[config.mk]
export PLATFORM = sky130hd
export DESIGN_NAME = timed_pid_controller_unit
export DESIGN_NICKNAME = d
export VERILOG_FILES = /design/src/tpid_pkg.sv /design/src/timed_pid_controller_unit.sv
export SDC_FILE = /design/constraint.sdc
export NUM_CORES = 2
export LEC_CHECK = 0
export ABC_CLOCK_PERIOD_IN_PS = 10900
export BUFFER_PORTS_ARGS = -buffer_cell sky130_fd_sc_hd__buf_4
export CORE_MARGIN = 5
export CORE_UTILIZATION = 57
export CTS_CLUSTER_DIAMETER = 40
export DETAILED_ROUTE_END_ITERATION = 8
export GPL_TIMING_DRIVEN = 0
export PLACE_DENSITY = 0.85
export SETUP_SLACK_MARGIN = 0.02
export SYNTH_ARGS = -nofsm -noshare
export SYNTH_HDL_FRONTEND = slang
export SYNTH_SLANG_ARGS = --single-unit
export TNS_END_PERCENT = 1
[constraint.sdc]
create_clock -name i_clk -period 10.9 [get_ports i_clk]
set_input_delay 1.09 -clock i_clk [delete_from_list [all_inputs] [get_ports i_clk]]
set_output_delay 1.09 -clock i_clk [all_outputs]
set_load 0.005 [all_outputs]
[src/tpid_pkg.sv]
// Package for the timed PID controller: sequencer states, action and
// register codes, step counts and the drive clamp.
// No dependencies.
package tpid_pkg;

    // Sequencer states
    typedef enum logic [3:0] {
        S_IDLE,   // waiting for an item
        S_MP,     // error * Kp
        S_MI1,    // error * Ki
        S_MI2,    // (error * Ki) * dt
        S_DI,     // integral increment / 256000
        S_MD1,    // delta measurement * Kd
        S_MD2,    // (delta * Kd) * 1000
        S_DD,     // derivative / (256 * dt)
        S_INT,    // integral update and clamp
        S_SUM,    // drive sum and clamp
        S_OUT     // load output register
    } t_state;

    // Action codes
    localparam logic [1:0] ACT_SAMPLE = 2'd0;
    localparam logic [1:0] ACT_ON     = 2'd1;
    localparam logic [1:0] ACT_OFF    = 2'd2;

    // Register indexes
    localparam logic [2:0] REG_KP       = 3'd0;
    localparam logic [2:0] REG_KI       = 3'd1;
    localparam logic [2:0] REG_KD       = 3'd2;
    localparam logic [2:0] REG_TARGET   = 3'd3;
    localparam logic [2:0] REG_MIN      = 3'd4;
    localparam logic [2:0] REG_MAX      = 3'd5;
    localparam logic [2:0] REG_INTERVAL = 3'd6;

    // Serial step counts
    localparam logic [6:0] CNT_GAIN  = 7'd16;
    localparam logic [6:0] CNT_TIME  = 7'd32;
    localparam logic [6:0] CNT_SCALE = 7'd10;
    localparam logic [6:0] CNT_DIV   = 7'd64;

    localparam logic [39:0] DIV_INTEGRAL = 40'd256000;  // 256 * 1000
    localparam logic [31:0] MS_PER_S     = 32'd1000;
    localparam logic [15:0] INTERVAL_RST = 16'd200;

    // Clamp: above max gives max, else below min gives min
    function automatic logic signed [15:0] clamp_drive(input logic signed [33:0] v,
                                                       input logic signed [15:0] lo,
                                                       input logic signed [15:0] hi);
        logic signed [33:0] lo_x;
        logic signed [33:0] hi_x;
        lo_x = {{18{lo[15]}}, lo};
        hi_x = {{18{hi[15]}}, hi};
        if (v > hi_x) begin
            return hi;
        end else if (v < lo_x) begin
            return lo;
        end else begin
            return v[15:0];
        end
    endfunction

endpackage

[src/timed_pid_controller_unit.sv]
// Timed PID controller (derivative on measurement), bit-serial datapath.
// Depends on tpid_pkg.
//
// Usage:
//  - Input channel (i_in_valid / o_in_ready) carries one item: an action
//    (sample, activate, deactivate), a signed measurement and a ms timestamp.
//  - Output channel (o_out_valid / i_out_ready) returns one result per item:
//    drive, the three terms, an updated flag and the running flag.
//  - Configuration is a plain write port (i_cfg_we, i_cfg_idx, i_cfg_data);
//    write it only while the block is idle (the block does not enforce this).
//  - An item that computes nothing goes from acceptance straight to the output
//    state and is loaded there into the output register. A due sample runs
//    the shared shift-add multiplier and the restoring divider one bit per
//    cycle: 16 + 16 + 32 + 64 + 16 + 10 + 64 steps, then the integral, sum
//    and output states, after which the result is loaded and the next item
//    can be taken. The two 64-step divisions make up most of this work.
//  - One item is in work at a time; o_in_ready is high only when idle.
//  - The result sits in an output register; when the receiver stalls, the
//    next item may be accepted and worked on, and it waits before the
//    output load until the register is free.
//  - Reset (synchronous, active low) clears the control state and loads register
//    defaults: gains 0, target 0, limits -32768/32767, interval 200 ms.
module timed_pid_controller_unit (
    input  logic               i_clk,
    input  logic               i_rst_n,
    // configuration
    input  logic               i_cfg_we,
    input  logic [2:0]         i_cfg_idx,
    input  logic [15:0]        i_cfg_data,
    // input channel
    input  logic               i_in_valid,
    output logic               o_in_ready,
    input  logic [1:0]         i_action,
    input  logic signed [15:0] i_measurement,
    input  logic [31:0]        i_now_ms,
    // output channel
    output logic               o_out_valid,
    input  logic               i_out_ready,
    output logic signed [15:0] o_drive,
    output logic signed [31:0] o_p_term,
    output logic signed [15:0] o_i_term,
    output logic signed [31:0] o_d_term,
    output logic               o_updated,
    output logic               o_running
);
    import tpid_pkg::*;

    // configuration registers
    logic [15:0]        r_kp, r_ki, r_kd, r_interval;
    logic signed [15:0] r_target, r_dmin, r_dmax;

    // controller state
    logic signed [15:0] r_iacc, r_prev, r_drive;
    logic signed [31:0] r_phold, r_dhold;
    logic [31:0]        r_last;
    logic               r_primed, r_active;

    // item in work
    logic signed [15:0] r_meas;
    logic [31:0]        r_now, r_dt;
    logic               r_eneg, r_dneg, r_upd;
    logic [15:0]        r_emag, r_dmag;

    // serial datapath
    logic [63:0]        r_mc, r_prod;
    logic [31:0]        r_mq;
    logic [39:0]        r_rem, r_dvs;
    logic [6:0]         r_cnt;
    logic [17:0]        r_incmag;

    // output register
    logic               r_ovalid, r_oupd, r_orun;
    logic signed [15:0] r_odrive, r_oiterm;
    logic signed [31:0] r_opterm, r_odterm;

    t_state r_state, n_state;
    logic   in_acc, out_load, go, last_step;

    // error, measurement delta and elapsed time at acceptance
    logic signed [16:0] e_val, dm_val;
    logic [16:0]        e_abs, dm_abs;
    logic [31:0]        dt_val;
    logic               due;

    assign e_val  = {r_target[15], r_target} - {i_measurement[15], i_measurement};
    assign dm_val = {r_prev[15], r_prev} - {i_measurement[15], i_measurement};
    assign e_abs  = e_val[16] ? -e_val : e_val;
    assign dm_abs = dm_val[16] ? -dm_val : dm_val;
    assign dt_val = r_primed ? (i_now_ms - r_last) : {16'd0, r_interval};
    assign due    = dt_val >= {16'd0, r_interval};

    assign in_acc    = i_in_valid && o_in_ready;
    assign go        = (i_action == ACT_SAMPLE) && r_active && due;
    assign last_step = (r_cnt == 7'd1);

    // multiply step: add shifted multiplicand when multiplier bit is set
    logic [63:0] mul_sum;
    assign mul_sum = r_prod + (r_mq[0] ? r_mc : 64'd0);

    // divide step: restoring, quotient bits shift into r_prod
    logic [40:0] div_t, div_diff;
    logic        div_ge;
    assign div_t    = {r_rem, r_prod[63]};
    assign div_ge   = div_t >= {1'b0, r_dvs};
    assign div_diff = div_t - {1'b0, r_dvs};

    // derivative divisor: 256 * dt, with dt of zero taken as one
    logic [31:0] dtd;
    assign dtd = (r_dt == 32'd0) ? 32'd1 : r_dt;

    // saturated derivative from the final quotient
    logic        d_neg_big, d_pos_big;
    logic [31:0] d_sat;
    assign d_neg_big = (|r_prod[63:32]) || (r_prod[31] && (|r_prod[30:0]));
    assign d_pos_big = |r_prod[63:31];
    always_comb begin
        if (r_dneg) begin
            d_sat = d_neg_big ? 32'h8000_0000 : -r_prod[31:0];
        end else begin
            d_sat = d_pos_big ? 32'h7FFF_FFFF : r_prod[31:0];
        end
    end

    // integral update and drive sum
    logic signed [19:0] inc_s, iacc_sum;
    logic signed [33:0] drive_sum;
    assign inc_s     = r_eneg ? -{2'b00, r_incmag} : {2'b00, r_incmag};
    assign iacc_sum  = {{4{r_iacc[15]}}, r_iacc} + inc_s;
    assign drive_sum = {{2{r_phold[31]}}, r_phold} + {{18{r_iacc[15]}}, r_iacc}
                     + {{2{r_dhold[31]}}, r_dhold};

    // state register
    always_ff @(posedge i_clk) begin
        if (!i_rst_n) begin
            r_state <= S_IDLE;
        end else begin
            r_state <= n_state;
        end
    end

    // next state
    always_comb begin
        n_state = r_state;
        unique case (r_state)
            S_IDLE:  if (in_acc) n_state = go ? S_MP : S_OUT;
            S_MP:    if (last_step) n_state = S_MI1;
            S_MI1:   if (last_step) n_state = S_MI2;
            S_MI2:   if (last_step) n_state = S_DI;
            S_DI:    if (last_step) n_state = S_MD1;
            S_MD1:   if (last_step) n_state = S_MD2;
            S_MD2:   if (last_step) n_state = S_DD;
            S_DD:    if (last_step) n_state = S_INT;
            S_INT:   n_state = S_SUM;
            S_SUM:   n_state = S_OUT;
            S_OUT:   if (out_load) n_state = S_IDLE;
            default: n_state = S_IDLE;
        endcase
    end

    // sequencer outputs
    always_comb begin
        o_in_ready = 1'b0;
        out_load   = 1'b0;
        unique case (r_state)
            S_IDLE:  o_in_ready = 1'b1;
            S_OUT:   out_load = !r_ovalid || i_out_ready;
            default: ;
        endcase
    end

    // control state, configuration and output valid
    always_ff @(posedge i_clk) begin
        if (!i_rst_n) begin
            r_kp       <= '0;
            r_ki       <= '0;
            r_kd       <= '0;
            r_target   <= '0;
            r_dmin     <= 16'sh8000;
            r_dmax     <= 16'sh7FFF;
            r_interval <= INTERVAL_RST;
            r_iacc     <= '0;
            r_prev     <= '0;
            r_drive    <= '0;
            r_phold    <= '0;
            r_dhold    <= '0;
            r_last     <= '0;
            r_primed   <= 1'b0;
            r_active   <= 1'b0;
            r_ovalid   <= 1'b0;
            r_upd      <= 1'b0;
        end else begin
            // configuration writes; limit writes re-clamp the drive
            if (i_cfg_we) begin
                unique case (i_cfg_idx)
                    REG_KP:       r_kp <= i_cfg_data;
                    REG_KI:       r_ki <= i_cfg_data;
                    REG_KD:       r_kd <= i_cfg_data;
                    REG_TARGET:   r_target <= i_cfg_data;
                    REG_MIN: begin
                        r_dmin  <= i_cfg_data;
                        r_drive <= clamp_drive({{18{r_drive[15]}}, r_drive},
                                               i_cfg_data, r_dmax);
                    end
                    REG_MAX: begin
                        r_dmax  <= i_cfg_data;
                        r_drive <= clamp_drive({{18{r_drive[15]}}, r_drive},
                                               r_dmin, i_cfg_data);
                    end
                    REG_INTERVAL: r_interval <= i_cfg_data;
                    default: ;
                endcase
            end

            // item acceptance: events and the due decision
            if (in_acc) begin
                r_upd <= go;
                case (i_action)
                    ACT_ON: begin
                        if (!r_active) begin
                            r_iacc <= clamp_drive({{18{r_drive[15]}}, r_drive},
                                                  r_dmin, r_dmax);
                            r_prev <= i_measurement;
                        end
                        r_active <= 1'b1;
                    end
                    ACT_OFF: r_active <= 1'b0;
                    default: ;
                endcase
            end

            // committed results
            if (r_state == S_MP && last_step) begin
                r_phold <= r_eneg ? -{8'd0, mul_sum[31:8]} : {8'd0, mul_sum[31:8]};
            end
            // the derivative quotient is complete once the division has ended
            if (r_state == S_INT) begin
                r_dhold <= d_sat;
                r_iacc  <= clamp_drive({{14{iacc_sum[19]}}, iacc_sum}, r_dmin, r_dmax);
            end
            if (r_state == S_SUM) begin
                r_drive  <= clamp_drive(drive_sum, r_dmin, r_dmax);
                r_prev   <= r_meas;
                r_last   <= r_now;
                r_primed <= 1'b1;
            end

            // output valid
            if (out_load) begin
                r_ovalid <= 1'b1;
            end else if (i_out_ready) begin
                r_ovalid <= 1'b0;
            end
        end
    end

    // serial datapath and item payload
    always_ff @(posedge i_clk) begin
        if (in_acc) begin
            r_meas <= i_measurement;
            r_now  <= i_now_ms;
            r_dt   <= dt_val;
            r_eneg <= e_val[16];
            r_dneg <= dm_val[16];
            r_emag <= e_abs[15:0];
            r_dmag <= dm_abs[15:0];
            // first product: |e| * Kp
            r_mc   <= {48'd0, e_abs[15:0]};
            r_mq   <= {16'd0, r_kp};
            r_prod <= '0;
            r_cnt  <= CNT_GAIN;
        end

        unique case (r_state)
            S_MP, S_MI1, S_MI2, S_MD1, S_MD2: begin
                r_prod <= mul_sum;
                r_mc   <= {r_mc[62:0], 1'b0};
                r_mq   <= {1'b0, r_mq[31:1]};
                r_cnt  <= r_cnt - 7'd1;
                if (last_step) begin
                    unique case (r_state)
                        S_MP: begin
                            r_mc   <= {48'd0, r_emag};
                            r_mq   <= {16'd0, r_ki};
                            r_prod <= '0;
                            r_cnt  <= CNT_GAIN;
                        end
                        S_MI1: begin
                            r_mc   <= mul_sum;
                            r_mq   <= r_dt;
                            r_prod <= '0;
                            r_cnt  <= CNT_TIME;
                        end
                        S_MI2: begin
                            r_rem <= '0;
                            r_dvs <= DIV_INTEGRAL;
                            r_cnt <= CNT_DIV;
                        end
                        S_MD1: begin
                            r_mc   <= mul_sum;
                            r_mq   <= MS_PER_S;
                            r_prod <= '0;
                            r_cnt  <= CNT_SCALE;
                        end
                        default: begin
                            r_rem <= '0;
                            r_dvs <= {dtd, 8'd0};
                            r_cnt <= CNT_DIV;
                        end
                    endcase
                end
            end
            S_DI, S_DD: begin
                r_rem  <= div_ge ? div_diff[39:0] : div_t[39:0];
                r_prod <= {r_prod[62:0], div_ge};
                r_cnt  <= r_cnt - 7'd1;
                if (r_state == S_DI && last_step) begin
                    // increment magnitude, saturated past any clamp range
                    r_incmag <= (|r_prod[62:16]) ? 18'h2_0000
                                                 : {1'b0, r_prod[15:0], div_ge};
                    r_mc     <= {48'd0, r_dmag};
                    r_mq     <= {16'd0, r_kd};
                    r_prod   <= '0;
                    r_cnt    <= CNT_GAIN;
                end
            end
            default: ;
        endcase

        // output register payload
        if (out_load) begin
            r_odrive <= r_drive;
            r_opterm <= r_phold;
            r_oiterm <= r_iacc;
            r_odterm <= r_dhold;
            r_oupd   <= r_upd;
            r_orun   <= r_active;
        end
    end

    assign o_out_valid = r_ovalid;
    assign o_drive     = r_odrive;
    assign o_p_term    = r_opterm;
    assign o_i_term    = r_oiterm;
    assign o_d_term    = r_odterm;
    assign o_updated   = r_oupd;
    assign o_running   = r_orun;

    // a sample while inactive computes nothing
    a_idle_sample: assert property (@(posedge i_clk) disable iff (!i_rst_n)
        (in_acc && i_action == ACT_SAMPLE && !r_active) |=> (r_state == S_OUT))
        else $error("inactive sample started a computation");

    // an update is only reported while running
    a_upd_active: assert property (@(posedge i_clk) disable iff (!i_rst_n)
        (out_load && r_upd) |-> r_active)
        else $error("update flagged while inactive");

    // with ordered limits the drive stays inside them
    a_drive_range: assert property (@(posedge i_clk) disable iff (!i_rst_n)
        (r_dmin <= r_dmax) |-> (r_drive >= r_dmin && r_drive <= r_dmax))
        else $error("drive outside limits");

endmodule

==> metrics.txt <==
status=finished clean; number of core rows=around 100; final non-filler cell total=between 6k and 7k; wire length on met2=~64 mm; worst min-delay path class=reg2reg; hold buffer count at cts=0; syn_nets=approximately 5.6k; clk_lat worst skew=between 0.6 and 0.7 ns; Fin. Hold Viols=0; max layer used=met4; final std cell area, no fill=around 53000 um^2; count of buffers from port buffering=157; CP startpoint kind=flop; Residual DRC=0; Cells after DPL=6332; reg2reg start=r_eneg$_DFFE_PP_; DRT met1 WL=a little under 60 mm; RSZ-0062 raised after global routing=false; max cap viols=0; Main synth FF type=edfxtp_1; Yosys top cell area share=between 20% and 30%; Total Neg Setup Slack=0 ns; drt initial violations=between 5k and 6k; r2r endpoint=r_iacc[11]$_SDFFE_PN0P_; leakage=0.0218 uW; FFs w/ async S/R, synth=0%; part of the cycle the worst path needs=between 70% and 80%; EDFF count, synth=about 370; # clock sinks=733; Ys Warns=0; Initial Util=57.6%; Worst Clk Skew=around 0.062 ns; WP data required=11.49 ns; CTS Buf Count=around 110; wire per inst=~23 um; crit-path max FO=10; CTS root buf=clkbuf_16; Least-Margin Pin Slew=~1.4 ns; Area Overhead vs Synth=14.3%; Hold Crit Start=r_kp[9]$_SDFFE_PN0P_; met3 wire length=between 15 and 20 mm; Post-CTS Setup Inserts=0; commonest non-fill, non-tap cell in the layout=nand2_1; Seq/Total Area, Yosys=between 30% and 40%; Die Wd=~300 um; layout cells sized above 1=8.70%; Yosys top cell by area=edfxtp_1; peak supply drop=0.145 mV; Via density=6.46; GRT Overall Usage=32.6%; commonest non-fill, non-tap cells in the layout=nand2_1, a21oi_1, ha_1; WHS Endpoint=r_kp[9]$_SDFFE_PN0P_; H-tree levels=3; Final Setup Violations=0; synthesized area per cell=between 9 and 10 um^2; #FFs+latches synth=733; vias in the first global route=roughly 40k; critical path class=reg2reg; largest net degree at the start of global routing=65; Core Region=about 81000 um^2; RD Place Congestion=between 1 and 1.5; Cell Pwr Density=around 240 nW/um^2; first-pass GRT wire length=between 200 and 250 mm; Highest Clock Rate=between 100 and 150 MHz; post-cts sizing count=0; final core utilization=65.8%; Slew Limit Fails=0; Post-DRT Antenna Nets=0; Remaining Overflow, GRT=0; Ports=around 170; Worst R2R Path Depth=25; Netlist Area Pre-Place=46500 um^2; DR vias=~42k; Post-Route WL=148 mm; CTS tree=built; R2R Setup Slk=between 2 and 3 ns; Distinct cells, synth=97; DIE HEIGHT=approximately 300 um; Tmin final=7.98 ns; synthesized instance count=roughly 5.1k; Worst setup EP type=flop; placed cell areas=approximately 49000 um^2; Die ar.=slightly below 90000 um^2; initial antenna violation count=1; hold depth=2; Max-slew headroom=between 8 and 9%; DP Wirelength=112 mm; worst path arrival time=8.57 ns; Synth area leaders=edfxtp_1, dfxtp_1, ha_1; Pre-antenna DRT Iters=9; Longest Clk Path Bufs=3; # nets final=between 5k and 6k; Clock transition at path regs=about 0.060 ns
==> metal layers <==
layer | track usage, % | vias up
li1 | - | 19400
met1 | 44.2 | 19900
met2 | 49.9 | 2509
met3 | 6.96 | 500
met4 | 16.1 | 0
met5 | 0 | -
==> critical path, cell delays in order (launching register included) <==
cell	delay (ns)
edfxtp_1	0.43
clkbuf_1	0.61
clkbuf_1	0.60
o21ai_0	0.32
ha_1	0.34
a21o_1	0.18
a21oi_1	0.24
nor2b_1	0.08
o21a_1	0.19
o41ai_1	0.59
o311ai_0	0.33
o221ai_1	0.44
o211ai_1	0.19
a31o_2	0.26
a21oi_1	0.18
xnor2_1	0.15
ha_1	0.34
nand4_1	0.12
nor4_1	0.39
a21oi_1	0.14
nor2_1	0.12
a21oi_1	0.05
o21ai_1	0.42
a2bb2oi_1	0.76
o21ai_0	0.24
a31oi_1	0.18
==> sequential cells by signal (all words and copies together) (netlist names), 18 cells and up <==
signal,count
r_mc,64
r_prod,64
r_rem,40
o_d_term,32
o_p_term,32
r_dhold,32
r_dt,32
r_dvs,32
r_last,32
r_mq,32
r_now,32
r_phold,32
r_incmag,18
==> synthesized netlist by cell type, types with 19 or more instances <==
| cell | n |
|---|---|
| inv_1 | 264 |
| a311oi_1 | 25 |
| o21a_1 | 43 |
| nand2_1 | 571 |
| or3_1 | 26 |
| nor2_1 | 353 |
| edfxtp_1 | 373 |
| a221oi_1 | 34 |
| dfxtp_1 | 360 |
| ha_1 | 388 |
| and2_1 | 125 |
| o41ai_1 | 21 |
| a31oi_1 | 50 |
| o211ai_1 | 35 |
| nor3_1 | 98 |
| a222oi_1 | 43 |
| o21bai_1 | 32 |
| a22o_1 | 39 |
| or2_2 | 26 |
| o21ai_0 | 313 |
| nand4_1 | 51 |
| fa_1 | 39 |
| nor2b_1 | 46 |
| nor4_1 | 40 |
| and3_1 | 34 |
| o31ai_1 | 33 |
| clkbuf_1 | 231 |
| a22oi_1 | 48 |
| a21o_1 | 163 |
| mux2_2 | 19 |
| nand2b_1 | 44 |
| a211oi_1 | 53 |
| xor2_1 | 75 |
| nand3_1 | 85 |
| a21oi_1 | 413 |
| xnor2_1 | 169 |
| mux2i_1 | 80 |
==> kinds of logic after synthesis <==
group           count (synthesis)  synth area share (%)
compound gates               1521                  21.5
fa+ha+maj                     428                  12.1
flops                         733                  39.6
simple gates                 1557                  15.8
buf+inv                       518                  4.20
xor+xnor                      244                  4.59
mux                            99                  2.18
==> worst max-delay path by stage <==
stage                startpoint  slack [ns]                      end  depth (start not counted)
3_5_place_dp   r_eneg$_DFFE_PP_        3.24  r_iacc[11]$_SDFFE_PN0P_                         25
5_1_grt        r_eneg$_DFFE_PP_        2.50  r_iacc[11]$_SDFFE_PN0P_                         25
6_report       r_eneg$_DFFE_PP_        2.92  r_iacc[11]$_SDFFE_PN0P_                         25
2_1_floorplan       i_out_ready        3.81    o_d_term[0]$_DFFE_PP_                          2
4_1_cts        r_eneg$_DFFE_PP_        3.21  r_iacc[11]$_SDFFE_PN0P_                         25
3_3_place_gp        i_out_ready        1.08    o_p_term[2]$_DFFE_PP_                          3
==> power breakdown <==
part | internal [uW] | switching, uW | total (uW) | leakage [uW]
registers | 3570 | 566 | 4140 | 0.00642
logic | 1700 | 3180 | 4880 | 0.0135
clock network | 2180 | 1490 | 3670 | 0.00187
==> area by class of cell <==
type                       instances  area [um^2]
clock inverter                    87          930
antenna                            1         2.50
clock buffer                     124         2940
sequential                       733        18400
fill                            6423        27600
tap                             1060         1330
buffer                           251          960
multi-input combinational       3849        26200
inverter                         267         1000
timing repair buffer             173         1410
==> per-stage QoR <==
| stage | power, uW | hold slack [ns] | setup slack, ns |
|---|---|---|---|
| floorplan | 7200 | 0.400 | 3.81 |
| global placement | 8690 | 0.441 | 1.08 |
| detailed placement | 8830 | 0.446 | 3.24 |
| CTS | 12500 | 0.453 | 3.21 |
| global route | 13200 | 0.470 | 2.50 |
| finish | 12700 | 0.454 | 2.92 |
Note: power is estimated with default switching activity, not from simulation.
